<file path="config.mk">
export PLATFORM = sky130hd
export DESIGN_NAME = fasm_ctrl
export DESIGN_NICKNAME = d
export VERILOG_FILES = /design/src/rtl/fasm_pkg.sv /design/src/rtl/fasm_ctrl.sv
export SDC_FILE = /design/constraint.sdc
export NUM_CORES = 1
export LEC_CHECK = 0
export BUFFER_PORTS_ARGS = -buffer_cell sky130_fd_sc_hd__buf_4
export CAP_MARGIN = 10
export CORE_AREA = 2 2 39 41
export DETAILED_ROUTE_END_ITERATION = 10
export DIE_AREA = 0 0 41 43
export PLACE_DENSITY = 0.54
export SKIP_LAST_GASP = 1
export SLEW_MARGIN = 30
export SYNTH_ARGS = -nofsm -noshare
export SYNTH_HDL_FRONTEND = slang
export SYNTH_SLANG_ARGS = --single-unit
</file>
<file path="constraint.sdc">
create_clock -name i_clk -period 2.7 [get_ports i_clk]
set_input_delay 0.27 -clock i_clk [delete_from_list [all_inputs] [get_ports i_clk]]
set_output_delay 0.27 -clock i_clk [all_outputs]
set_load 0.01 [all_outputs]
</file>
<file path="src/rtl/fasm_pkg.sv">
// Shared types and constants for the forward advection source map.
// Used by fasm_ctrl, fasm_dpath and forward_advection_source_map_unit.
package fasm_pkg;

    localparam int DEF_ROWS  = 256;
    localparam int DEF_COLS  = 256;
    localparam int GRID_MAX  = 256;   // row/col fields are 8 bits wide
    localparam int FRAC_BITS = 12;    // Q8.8 * Q11.4 product is Q.12
    localparam int ENTRY_W   = 17;    // {flag, source row, source col}

    localparam logic signed [15:0] TIME_STEP_RESET = 16'sd256;
    localparam logic        [8:0]  LIMIT_RESET     = 9'd256;

    typedef enum logic [1:0] {
        MODE_CLEAR   = 2'd0,
        MODE_SCATTER = 2'd1,
        MODE_READ    = 2'd2
    } t_mode;

    typedef enum logic [1:0] {
        CFG_TIME_STEP = 2'd0,
        CFG_ROWS      = 2'd1,
        CFG_COLS      = 2'd2
    } t_cfg_idx;

    typedef enum logic [2:0] {
        S_INIT,
        S_IDLE,
        S_MUL,
        S_QUO,
        S_MEM,
        S_CLR,
        S_OUT
    } t_state;

    typedef struct packed {
        logic load_in;
        logic mul_en;
        logic quo_en;
        logic mem_op;
        logic clr_step;
        logic load_out;
    } t_cmd;

    typedef struct packed {
        t_mode mode;
        logic  clr_last;
    } t_sts;

endpackage

</file>
<file path="src/rtl/fasm_ctrl.sv">
// Sequencer of the source map: steps one item through multiply, bounds,
// memory access and output, and runs the clear walk. Depends on fasm_pkg.
module fasm_ctrl import fasm_pkg::*; (
    input  logic i_clk,
    input  logic i_rst_n,
    input  logic i_s_tvalid,
    output logic o_s_tready,
    output logic o_m_tvalid,
    input  logic i_m_tready,
    input  t_sts i_sts,
    output t_cmd o_cmd
);

    t_state r_state, n_state;
    logic   r_m_tvalid;
    logic   out_free;

    assign out_free = !r_m_tvalid || i_m_tready;

    always_comb begin
        n_state = r_state;
        unique case (r_state)
            S_INIT: if (i_sts.clr_last) n_state = S_IDLE;
            S_IDLE: if (i_s_tvalid) n_state = S_MUL;
            S_MUL:  n_state = S_QUO;
            S_QUO:  n_state = (i_sts.mode == MODE_CLEAR) ? S_CLR : S_MEM;
            S_MEM:  n_state = S_OUT;
            S_CLR:  if (i_sts.clr_last) n_state = S_OUT;
            S_OUT:  if (out_free) n_state = S_IDLE;
            default: n_state = S_INIT;
        endcase
    end

    always_comb begin
        o_cmd      = '0;
        o_s_tready = 1'b0;
        unique case (r_state)
            S_INIT: o_cmd.clr_step = 1'b1;
            S_IDLE: begin
                o_s_tready     = 1'b1;
                o_cmd.load_in  = i_s_tvalid;
            end
            S_MUL:  o_cmd.mul_en   = 1'b1;
            S_QUO:  o_cmd.quo_en   = 1'b1;
            S_MEM:  o_cmd.mem_op   = 1'b1;
            S_CLR:  o_cmd.clr_step = 1'b1;
            S_OUT:  o_cmd.load_out = out_free;
            default: o_cmd = '0;
        endcase
    end

    always_ff @(posedge i_clk) begin
        if (!i_rst_n) begin
            r_state    <= S_INIT;
            r_m_tvalid <= 1'b0;
        end else begin
            r_state <= n_state;
            if (o_cmd.load_out) begin
                r_m_tvalid <= 1'b1;
            end else if (i_m_tready) begin
                r_m_tvalid <= 1'b0;
            end
        end
    end

    assign o_m_tvalid = r_m_tvalid;

endmodule

</file>
==> summary.md, run 1 <==
| Metric | Value |
|---|---|
| Post-Syn Area per Cell | `~8.9 sq um` |
| Max Cap Viol | `0` |
| Startpoint Class | `flop` |
| Post-Synth Adder-Cell Area | `0%` |
| Gr ovfl total | `0` |
| Post-synthesis sequential area ratio | `a little over a quarter` |
| CTS resizes | `0` |
| HP Class | `in -> reg` |
| Pwr/cell area | `slightly above 600 nW/um^2` |
| Peak Freq | `approximately 610 MHz` |
| Reg area | `80.1 sq um` |
| Synth Cell Area | `approximately 300 sq um` |
| Synth Area in Simple Gates | `36.8%` |
| Worst skew pair latency | `about 0.23 ns` |
| Hold violation count in the final report | `0` |
| Via density | `~4.7` |
| Inserted Clock Buffers | `3` |
| DRC | `0` |
| Sequential Power Share | `34.1%` |
| Internal power | `0.000175 W` |
| Static Leak | `~0.19 nW` |
| Most frequent cells in the layout | `buf_4, dfxtp_1, nand2_1, clkbuf_4` |
| Placer Congestion | `approximately 0.64` |
| Clock Tree Root | `clkbuf_4` |
| CP required | `between 2 and 2.5 ns` |
| Delay-heaviest family, CP | `flip-flops` |
| Hold-fix buffers, CTS | `0` |
| Clk pwr share | `between 20 and 30%` |
| Tot Pwr | `about 0.00026 W` |
| First-pass GRT wire length | `approximately 1 mm` |
| Area Growth Syn to Fin | `42.6%` |
| H-tree lvl count | `1` |
| Sw power | `approximately 0.000088 W` |
| Post-synthesis compound-gate area fraction | `between 20% and 30%` |
| Mux share of post-synthesis cell area | `3.31%` |
| Largest net degree at the start of global routing | `13` |
| Worst VDD drop | `about 0.23 mV` |
| WL final | `674 um` |
| Crit Path Category | `reg -> out` |
| Crit path max fanout | `12` |
| Total track usage | `under 10%` |
| Worst Tran Pin Value | `0.348 ns` |
| Area of the multi-input gates | `slightly below 200 sq um` |
| Commonest register cell after synthesis | `dfxtp_1` |
| Starting Density | `a little over a fifth` |
| Gate Count Post-Synth | `34` |
| WL/cell | `10.4 um` |
| Worst slew margin | `between 70% and 80%` |
| DIE HEIGHT | `about 43 um` |
| CP Cell Sequence | `inv_1 -> and3_2 -> and2_1 -> buf_4` |
| Starting DRC count in detailed routing | `2` |
| Core Util, Final | `between 30 and 40%` |
| Fillers | `158` |
| I/O pin cnt | `15` |
| Most common cell after layout, fill and taps aside | `buf_4` |
| Core area | `roughly 1400 sq um` |
| FF+latch count, synth | `4` |
| Synth Area in XOR/XNOR | `slightly below 3%` |
| Clk buf depth | `2` |
| ANT cells | `0` |
| Critical-path top delay cell | `dfxtp_1` |
| Setup violations, final | `0` |
| Synth cell types | `25` |
| Top post-synthesis cells by area | `dfxtp_1, and4bb_2, and3_2, a211oi_2, o211ai_2` |
| Max-slew violations | `0` |
| CP Capture Type | `output pin` |
| RSZ-0062 raised after global routing | `false` |
| Arr. time, crit path | `roughly 1.4 ns` |
| Worst path max stage delay | `between 0.5 and 0.6 ns` |
| Setup TNS | `0 ns` |
| Critical Path Start | `r_state[1]` |
| Postcts setup bufs | `0` |
| Layout cells sized above 1 | `about half` |
| Logic pwr share | `37.5%` |
| ANT nets after route | `0` |
| Top-area cell type share of the netlist area | `about a quarter` |
| Fraction of registers with async set/reset | `0%` |
| Vias in the first global route | `around 270` |
| Synthesis Warnings | `0` |
| Initial DRT Pass Iterations | `3` |
| Hold WS | `around 0.29 ns` |
| Largest family of logic cells by synthesized area | `simple AND/OR/NAND/NOR gates` |
| Clock-pin slew on the worst setup and hold paths | `0.04 ns` |
| Initial antenna violation count | `0` |
| Buffers added on ports | `14` |
| Row cnt | `14` |
| Yosys top cell by area | `dfxtp_1` |
| Post-synth EDFFs | `0` |
| Post-DP HPWL | `approximately 530 um` |
| Clk sinks | `4` |
| Net count, final | `58` |
| Vias | `308` |
| Min cycle time layout | `about 1.7 ns` |
| CP bufs+invs | `2` |
| Hold Path Origin | `i_rst_n` |
| Outcome | `finished clean` |
| Final critical-path share of the clock period | `about three fifths` |
| Net Count, Synth | `approximately 40` |
| Sw frac | `33.5%` |
| Chip Width | `41 um` |
| RR Startpoint | `r_state[1]` |
| Full die area | `1760 sq um` |
| Worst Skew | `approximately 0.00030 ns` |
| CTS tree | `yes` |
-- power by group through the flow --
stage	registers [W]	logic [W]	clock network, W
CTS	0.0000892	0.000100	0.0000779
detailed placement	0.0000901	0.0000998	0
floorplan	0.0000750	0.0000812	0
finish	0.0000897	0.0000989	0.0000748
global route	0.0000930	0.000108	0.0000796
global placement	0.0000903	0.000101	0
-- synth_stat cells, drive strengths merged, types with 2 or more instances --
cell type  count
buf            2
and4bb         2
nand2          3
dfxtp          4
nor3           2
and3           2
a21oi          2
inv            2
-- per-stage QoR --
step           setup WS (ns)  area (sq um)  instances
2_1_floorplan           1.50           303         34
3_3_place_gp            1.30           409         62
3_5_place_dp            1.30           409         62
4_1_cts                 1.05           432         65
5_1_grt                0.943           432         65
6_report                1.05           432         65
-- layer usage --
| layer | global-route usage (%) | wire, um |
|---|---|---|
| met3 | 4.71 | 75 |
| met2 | 11.3 | 302 |
| met5 | 0 | 0 |
| met4 | 4.00 | 0 |
| met1 | 10.9 | 297 |
-- registers in the layout, indices dropped and copies added, names as in the netlist --
register and count:
o_m_tvalid 1, r_state 3
-- final cells by class --
cell class,instances,area share [%]
Multi-Input combinational cell,26,45.5
Tap cell,16,4.64
Sequential cell,4,18.6
Clock buffer,3,5.22
Timing Repair Buffer,14,24.3
Inverter,2,1.74
-- kinds of logic after synthesis --
group,Yosys count
AO/OA/AOI/OAI,8
AND/OR/NAND/NOR,16
buffers and inverters,4
flip-flops,4
multiplexers,1
XOR/XNOR,1
-- worst paths after layout --
| path | to | depth (start not counted) | slack (ns) |
|---|---|---|---|
| min reg2reg | o_m_tvalid | 2 | 0.59 |
| max | o_cmd[5] | 4 | 1.05 |
| min | r_state[2] | 2 | 0.29 |
| max reg2reg | r_state[1] | 3 | 1.34 |
(Power assumes the default switching activity.)
==> inputs of run 2 (changes only) <==
--- a/config.mk
+++ b/config.mk
@@ -10,7 +10,7 @@
 export CORE_AREA = 2 2 39 41
 export DETAILED_ROUTE_END_ITERATION = 10
 export DIE_AREA = 0 0 41 43
-export PLACE_DENSITY = 0.54
+export PLACE_DENSITY = 0.56
 export SKIP_LAST_GASP = 1
 export SLEW_MARGIN = 30
 export SYNTH_ARGS = -nofsm -noshare
==> constraint.sdc (replaced) <==
create_clock -name i_clk -period 1.45 [get_ports i_clk]
set_input_delay 0.145 -clock i_clk [delete_from_list [all_inputs] [get_ports i_clk]]
set_output_delay 0.145 -clock i_clk [all_outputs]
set_load 0.01 [all_outputs]
==> run 2 against run 1 <==
Design area grew 0.58%. Flip-flop and latch count stayed put. Worst setup slack worse by 0.97 ns. Total power grew 84%. Core utilization increased by 0.18 points. Sequential share of layout area is 0.47 points higher. Wire length fell by 5.0%. Critical path depth is the same.
==> summary.md, run 2 (synthesized netlist as in run 1, its figures left out) <==
| Metric | Value |
|---|---|
| Tot Pwr | `0.000484 W` |
| Outcome | `finished clean` |
| Gr ovfl total | `0` |
| Max Cap Viol | `0` |
| Chip Width | `between 40 and 50 um` |
| Inserted Clock Buffers | `3` |
| Startpoint Class | `flop` |
| Core area | `roughly 1400 sq um` |
| Clk buf depth | `2` |
| Buffers added on ports | `14` |
| M1 WL | `approximately 270 um` |
| Vias in the first global route | `266` |
| Post-DP HPWL | `about 510 um` |
| RSZ-0062 raised after global routing | `false` |
| Setup TNS | `0 ns` |
| Starting DRC count in detailed routing | `4` |
| Min cycle time layout | `~1.4 ns` |
| CP required | `1.31 ns` |
| Pwr/cell area | `1120 nW/um^2` |
| I/O pin cnt | `15` |
| Worst Skew | `0.00196 ns` |
| Net count, final | `58` |
| Clock-pin slew on the worst setup and hold paths | `0.03 ns` |
| Via density | `~4.6` |
| Worst slew margin | `slightly below 80%` |
| Clock Tree Root | `clkbuf_4` |
| Peak Freq | `between 700 and 800 MHz` |
| Initial antenna violation count | `0` |
| Pre-CTS WS | `between 0.1 and 0.15 ns` |
| Most frequent cells in the layout | `buf_4, nand2_1, clkbuf_4` |
| Starting Density | `between 20% and 30%` |
| R2R Setup Slk | `approximately 0.15 ns` |
| Static Leak | `between 0.15 and 0.2 nW` |
| ANT nets after route | `0` |
| HP Class | `in -> reg` |
| Vias | `296` |
| Arr. time, crit path | `1.22 ns` |
| H-tree lvl count | `1` |
| Most common cell after layout, fill and taps aside | `buf_4` |
| Crit path max fanout | `7` |
| First-pass GRT wire length | `roughly 1.1 mm` |
| Wire length on met3 | `around 38 um` |
| Largest net degree at the start of global routing | `13` |
| Full die area | `around 1800 sq um` |
| Placer Congestion | `~0.70` |
| Worst Tran Pin Value | `0.317 ns` |
| CP Capture Type | `output pin` |
| Initial DRT Pass Iterations | `2` |
| Area Growth Syn to Fin | `43.4%` |
| Worst skew pair latency | `between 0.2 and 0.25 ns` |
| Hold violation count in the final report | `0` |
| Row cnt | `14` |
| Max FFs per register | `3` |
| Hold depth | `2` |
| WL final | `around 640 um` |
| Setup violations, final | `0` |
| CTS tree | `yes` |
| WL/cell | `roughly 10 um` |
| Worst VDD drop | `between 0.4 and 0.5 mV` |
| DRC | `0` |
| Hold-fix buffers, CTS | `0` |
| Max-slew violations | `0` |
| Hold EP | `r_state[2]` |
| Reg2reg end | `r_state[1]` |
| Highest routed metal layer | `met3` |
| RR Startpoint | `r_state[0]` |
| Setup ws final | `~0.08 ns` |
| DIE HEIGHT | `43 um` |
| Clk sinks | `4` |
| Reg2Reg Depth | `3` |
| Crit Path Category | `reg -> out` |
| Final critical-path share of the clock period | `94.3%` |
| Met2 WL | `336 um` |
| Layout cells sized above 1 | `a little under three fifths` |
| Hold Path Origin | `i_rst_n` |
| Total track usage | `9.23%` |
| Largest Register | `r_state` |
| ANT cells | `0` |
## run 2: cell counts in the layout (fill, tap and decap cells not counted)
Identical to the previous run, type by type.
## run 2: repair_timing
item | in CTS | in global routing
endpoints found under the setup margin | 1 | 0
setup buffers | 0 | 0
resized for setup | 2 | 0
## run 2: area by class of cell
type	instances	area (sq um)
multi-input cells	26	196
well taps	16	20.0
clock buffers	3	22.5
fillers	149	950
repair buffers	14	105
flip-flops and latches	4	82.6
inverters	2	7.51
## run 2: worst max path at each step
stage | cells after the start | to | start
floorplan | 4 | r_state[0] | r_state[0]
global placement | 3 | r_state[1] | r_state[1]
detailed placement | 3 | r_state[1] | r_state[1]
CTS | 4 | o_cmd[5] | r_state[2]
global route | 3 | o_cmd[5] | r_state[0]
finish | 4 | o_cmd[5] | r_state[2]
## run 2: layer usage
layer  vias to the layer above  GRT usage, %
li1                        155             -
met1                       133          11.2
met2                         8          12.2
met3                         0          1.57
met4                         0          10.0
met5                         -             0
## run 2: power breakdown
group,switching [W],leakage [nW],total [W],internal (W)
Sequential,0.0000380,0.0336,0.000167,0.000129
Combinational,0.0000764,0.143,0.000183,0.000107
Clock,0.0000415,0.0138,0.000134,0.0000923
Total,0.000156,0.191,0.000484,0.000329
## run 2: critical path, stage by stage, from the launching register on
cell and delay [ns]:
dfxtp_2 0.38, inv_1 0.11, and3_2 0.22, and2_1 0.15
buf_4 0.13
## run 2: metrics by stage
step / area (sq um) / hold slack [ns] / instances / utilization (%)
final: 434 / 0.170 / 65 / 31.4
after global routing: 434 / 0.186 / 65 / 31.4
after global placement: 409 / 0.418 / 62 / 29.6
after floorplan: 303 / 0.263 / 34 / -
after CTS: 434 / 0.164 / 65 / 31.4
after detailed placement: 409 / 0.408 / 62 / 29.6
==> inputs of run 3 (changes only) <==
==> constraint.sdc (replaced) <==
create_clock -name i_clk -period 1.45 [get_ports i_clk]
set_input_delay 0.29 -clock i_clk [delete_from_list [all_inputs] [get_ports i_clk]]
set_output_delay 0.29 -clock i_clk [all_outputs]
set_load 0.01 [all_outputs]
==> run 3 against run 2 <==
Fmax fell by 3.7%. Via count increased by 5.4%. Clock power hardly changed. Global-route usage up 0.61 points. Final cell count grew 7.7%. Design area grew 11%. Count of clock-buffer cells in the layout did not move. Flip-flop and latch count did not move. Non-clock buffer count up 5. Hold slack improved by 0.15 ns. Critical path type unchanged.
==> summary.md, run 3 (synthesized netlist as in run 1, its figures left out) <==
| Metric | Value |
|---|---|
| Outcome | `finished clean` |
| Via density | `4.46` |
| Setup TNS | `0 ns` |
| Clock Tree Root | `clkbuf_4` |
| Final critical-path share of the clock period | `97.9%` |
| Most frequent cells in the layout | `buf_4, nand2_1, clkbuf_4` |
| ANT cells | `0` |
| Sw power | `~0.00017 W` |
| Vias | `312` |
| Static Leak | `roughly 0.22 nW` |
| Post-Layout Cell Count | `70` |
| I/O pin cnt | `15` |
| Area after DPL | `424 sq um` |
| Fillers | `154` |
| Hold violation count in the final report | `0` |
| ANT nets after route | `0` |
| Sw frac | `between 30% and 40%` |
| Core area | `around 1400 sq um` |
| Worst VDD drop | `approximately 0.36 mV` |
| Sequential Power Share | `31.2%` |
| Critical-path top delay cell | `dfxtp_4` |
| Initial DRT Pass Iterations | `2` |
| RSZ-0062 raised after global routing | `true` |
| Clk buf depth | `2` |
| Arr. time, crit path | `around 1.1 ns` |
| CTS tree | `yes` |
| Logic pwr share | `between 40% and 50%` |
| Starting DRC count in detailed routing | `3` |
| Worst skew pair latency | `~0.23 ns` |
| Area Growth Syn to Fin | `58.7%` |
| Design area | `between 400 and 500 sq um` |
| Delay-heaviest family, CP | `flip-flops` |
| Area of the multi-input gates | `~200 sq um` |
| Most common cell after layout, fill and taps aside | `buf_4` |
| Max FFs per register | `3` |
| Reg area | `a little under 90 sq um` |
| Max-slew violations | `0` |
| Largest net degree at the start of global routing | `13` |
| Core Util, Final | `34.7%` |
| Worst Tran Pin Value | `about 0.26 ns` |
| Setup violations, final | `0` |
| Row cnt | `14` |
| CP bufs+invs | `2` |
| Buffers added on ports | `14` |
| Worst path max stage delay | `approximately 0.37 ns` |
| Placer Congestion | `about 0.66` |
| Largest Register | `r_state` |
| Internal power | `approximately 0.00036 W` |
| CP Cell Sequence | `inv_4 -> and3_2 -> and2_1 -> buf_4` |
| Max Cap Viol | `0` |
| Vias in the first global route | `about 280` |
| Clk sinks | `4` |
| CP Capture Type | `output pin` |
| Gr ovfl total | `0` |
| DRC | `0` |
| Worst slew margin | `slightly above 80%` |
| Startpoint Class | `flop` |
| Clock-pin slew on the worst setup and hold paths | `about 0.030 ns` |
| Clk pwr share | `between 20% and 30%` |
| Total track usage | `under 10%` |
| Layout cells sized above 1 | `about two thirds` |
| Post-DP HPWL | `~530 um` |
| Pwr/cell area | `1090 nW/um^2` |
| Full die area | `around 1800 sq um` |
| CP required | `1.16 ns` |
| WL/cell | `about 9.7 um` |
| Peak Freq | `704 MHz` |
| DIE HEIGHT | `43 um` |
| Critical Path Start | `r_state[2]` |
| RR Startpoint | `r_state[1]` |
| Crit Path Category | `reg -> out` |
| WL final | `about 680 um` |
| Worst Skew | `~0.00022 ns` |
| Starting Density | `21.9%` |
| Min cycle time layout | `~1.4 ns` |
| First-pass GRT wire length | `around 1.1 mm` |
| Chip Width | `between 40 and 50 um` |
| Inserted Clock Buffers | `3` |
| Crit path max fanout | `5` |
| Placed cells | `64` |
| H-tree lvl count | `1` |
| HP Class | `in -> reg` |
| Initial antenna violation count | `0` |
| Net count, final | `63` |
| Hold Path Origin | `i_rst_n` |
[run 3: cell types whose count changed in the layout (fill, tap and decap cells not counted)]
cell / before / now
dfxtp_2: 2 / 1
inv_4: 0 / 1
inv_2: 0 / 1
buf_4: 14 / 19
dfxtp_4: 0 / 2
dfxtp_1: 2 / 1
inv_1: 2 / 0
[run 3: stage by stage]
stage	total power, W	setup slack, ns	hold WS (ns)
after CTS	0.000533	0.0142	0.321
after detailed placement	0.000368	0.0931	0.564
after global placement	0.000366	0.122	0.548
after floorplan	0.000291	0.229	0.408
after global routing	0.000575	-0.0148	0.333
final	0.000525	0.0304	0.323
[run 3: power by group through the flow]
stage,Clock [W],Sequential [W],Combinational (W)
after floorplan,0,0.000140,0.000151
after global placement,0,0.000161,0.000205
after detailed placement,0,0.000163,0.000205
after CTS,0.000142,0.000161,0.000230
after global routing,0.000152,0.000169,0.000254
final,0.000133,0.000164,0.000228
[run 3: final timing paths]
| path | endpoint | slack [ns] | cells after the start |
|---|---|---|---|
| hold reg to reg | r_state[1] | 0.56 | 3 |
| hold / removal | r_state[2] | 0.32 | 2 |
| setup reg to reg | r_state[0] | 0.18 | 4 |
| setup / recovery | o_cmd[5] | 0.03 | 4 |
[run 3: metal layers]
metal  vias to the layer above  routed length, um  track usage, %  part of all wire [%]
met2                         8                337            12.5                    50
li1                        163                  -               -                     -
met4                         0                  4            8.00                  0.59
met1                       139                288            12.9                    42
met3                         2                 49            3.14                   7.2
met5                         -                  0               0                     0
[run 3: cell type report]
cell class	count	area share, %
multi-input cells	26	40.9
repair buffers	19	29.7
flip-flops and latches	4	18.5
clock buffers	3	4.69
well taps	16	4.17
inverters	2	2.08
[run 3: repair_timing]
| action | in CTS | in global routing |
|---|---|---|
| buffers inserted | 2 | 1 |
| hold buffers | 0 | 0 |
| endpoints found under the setup margin | 5 | 2 |
| resized for setup | 6 | 2 |
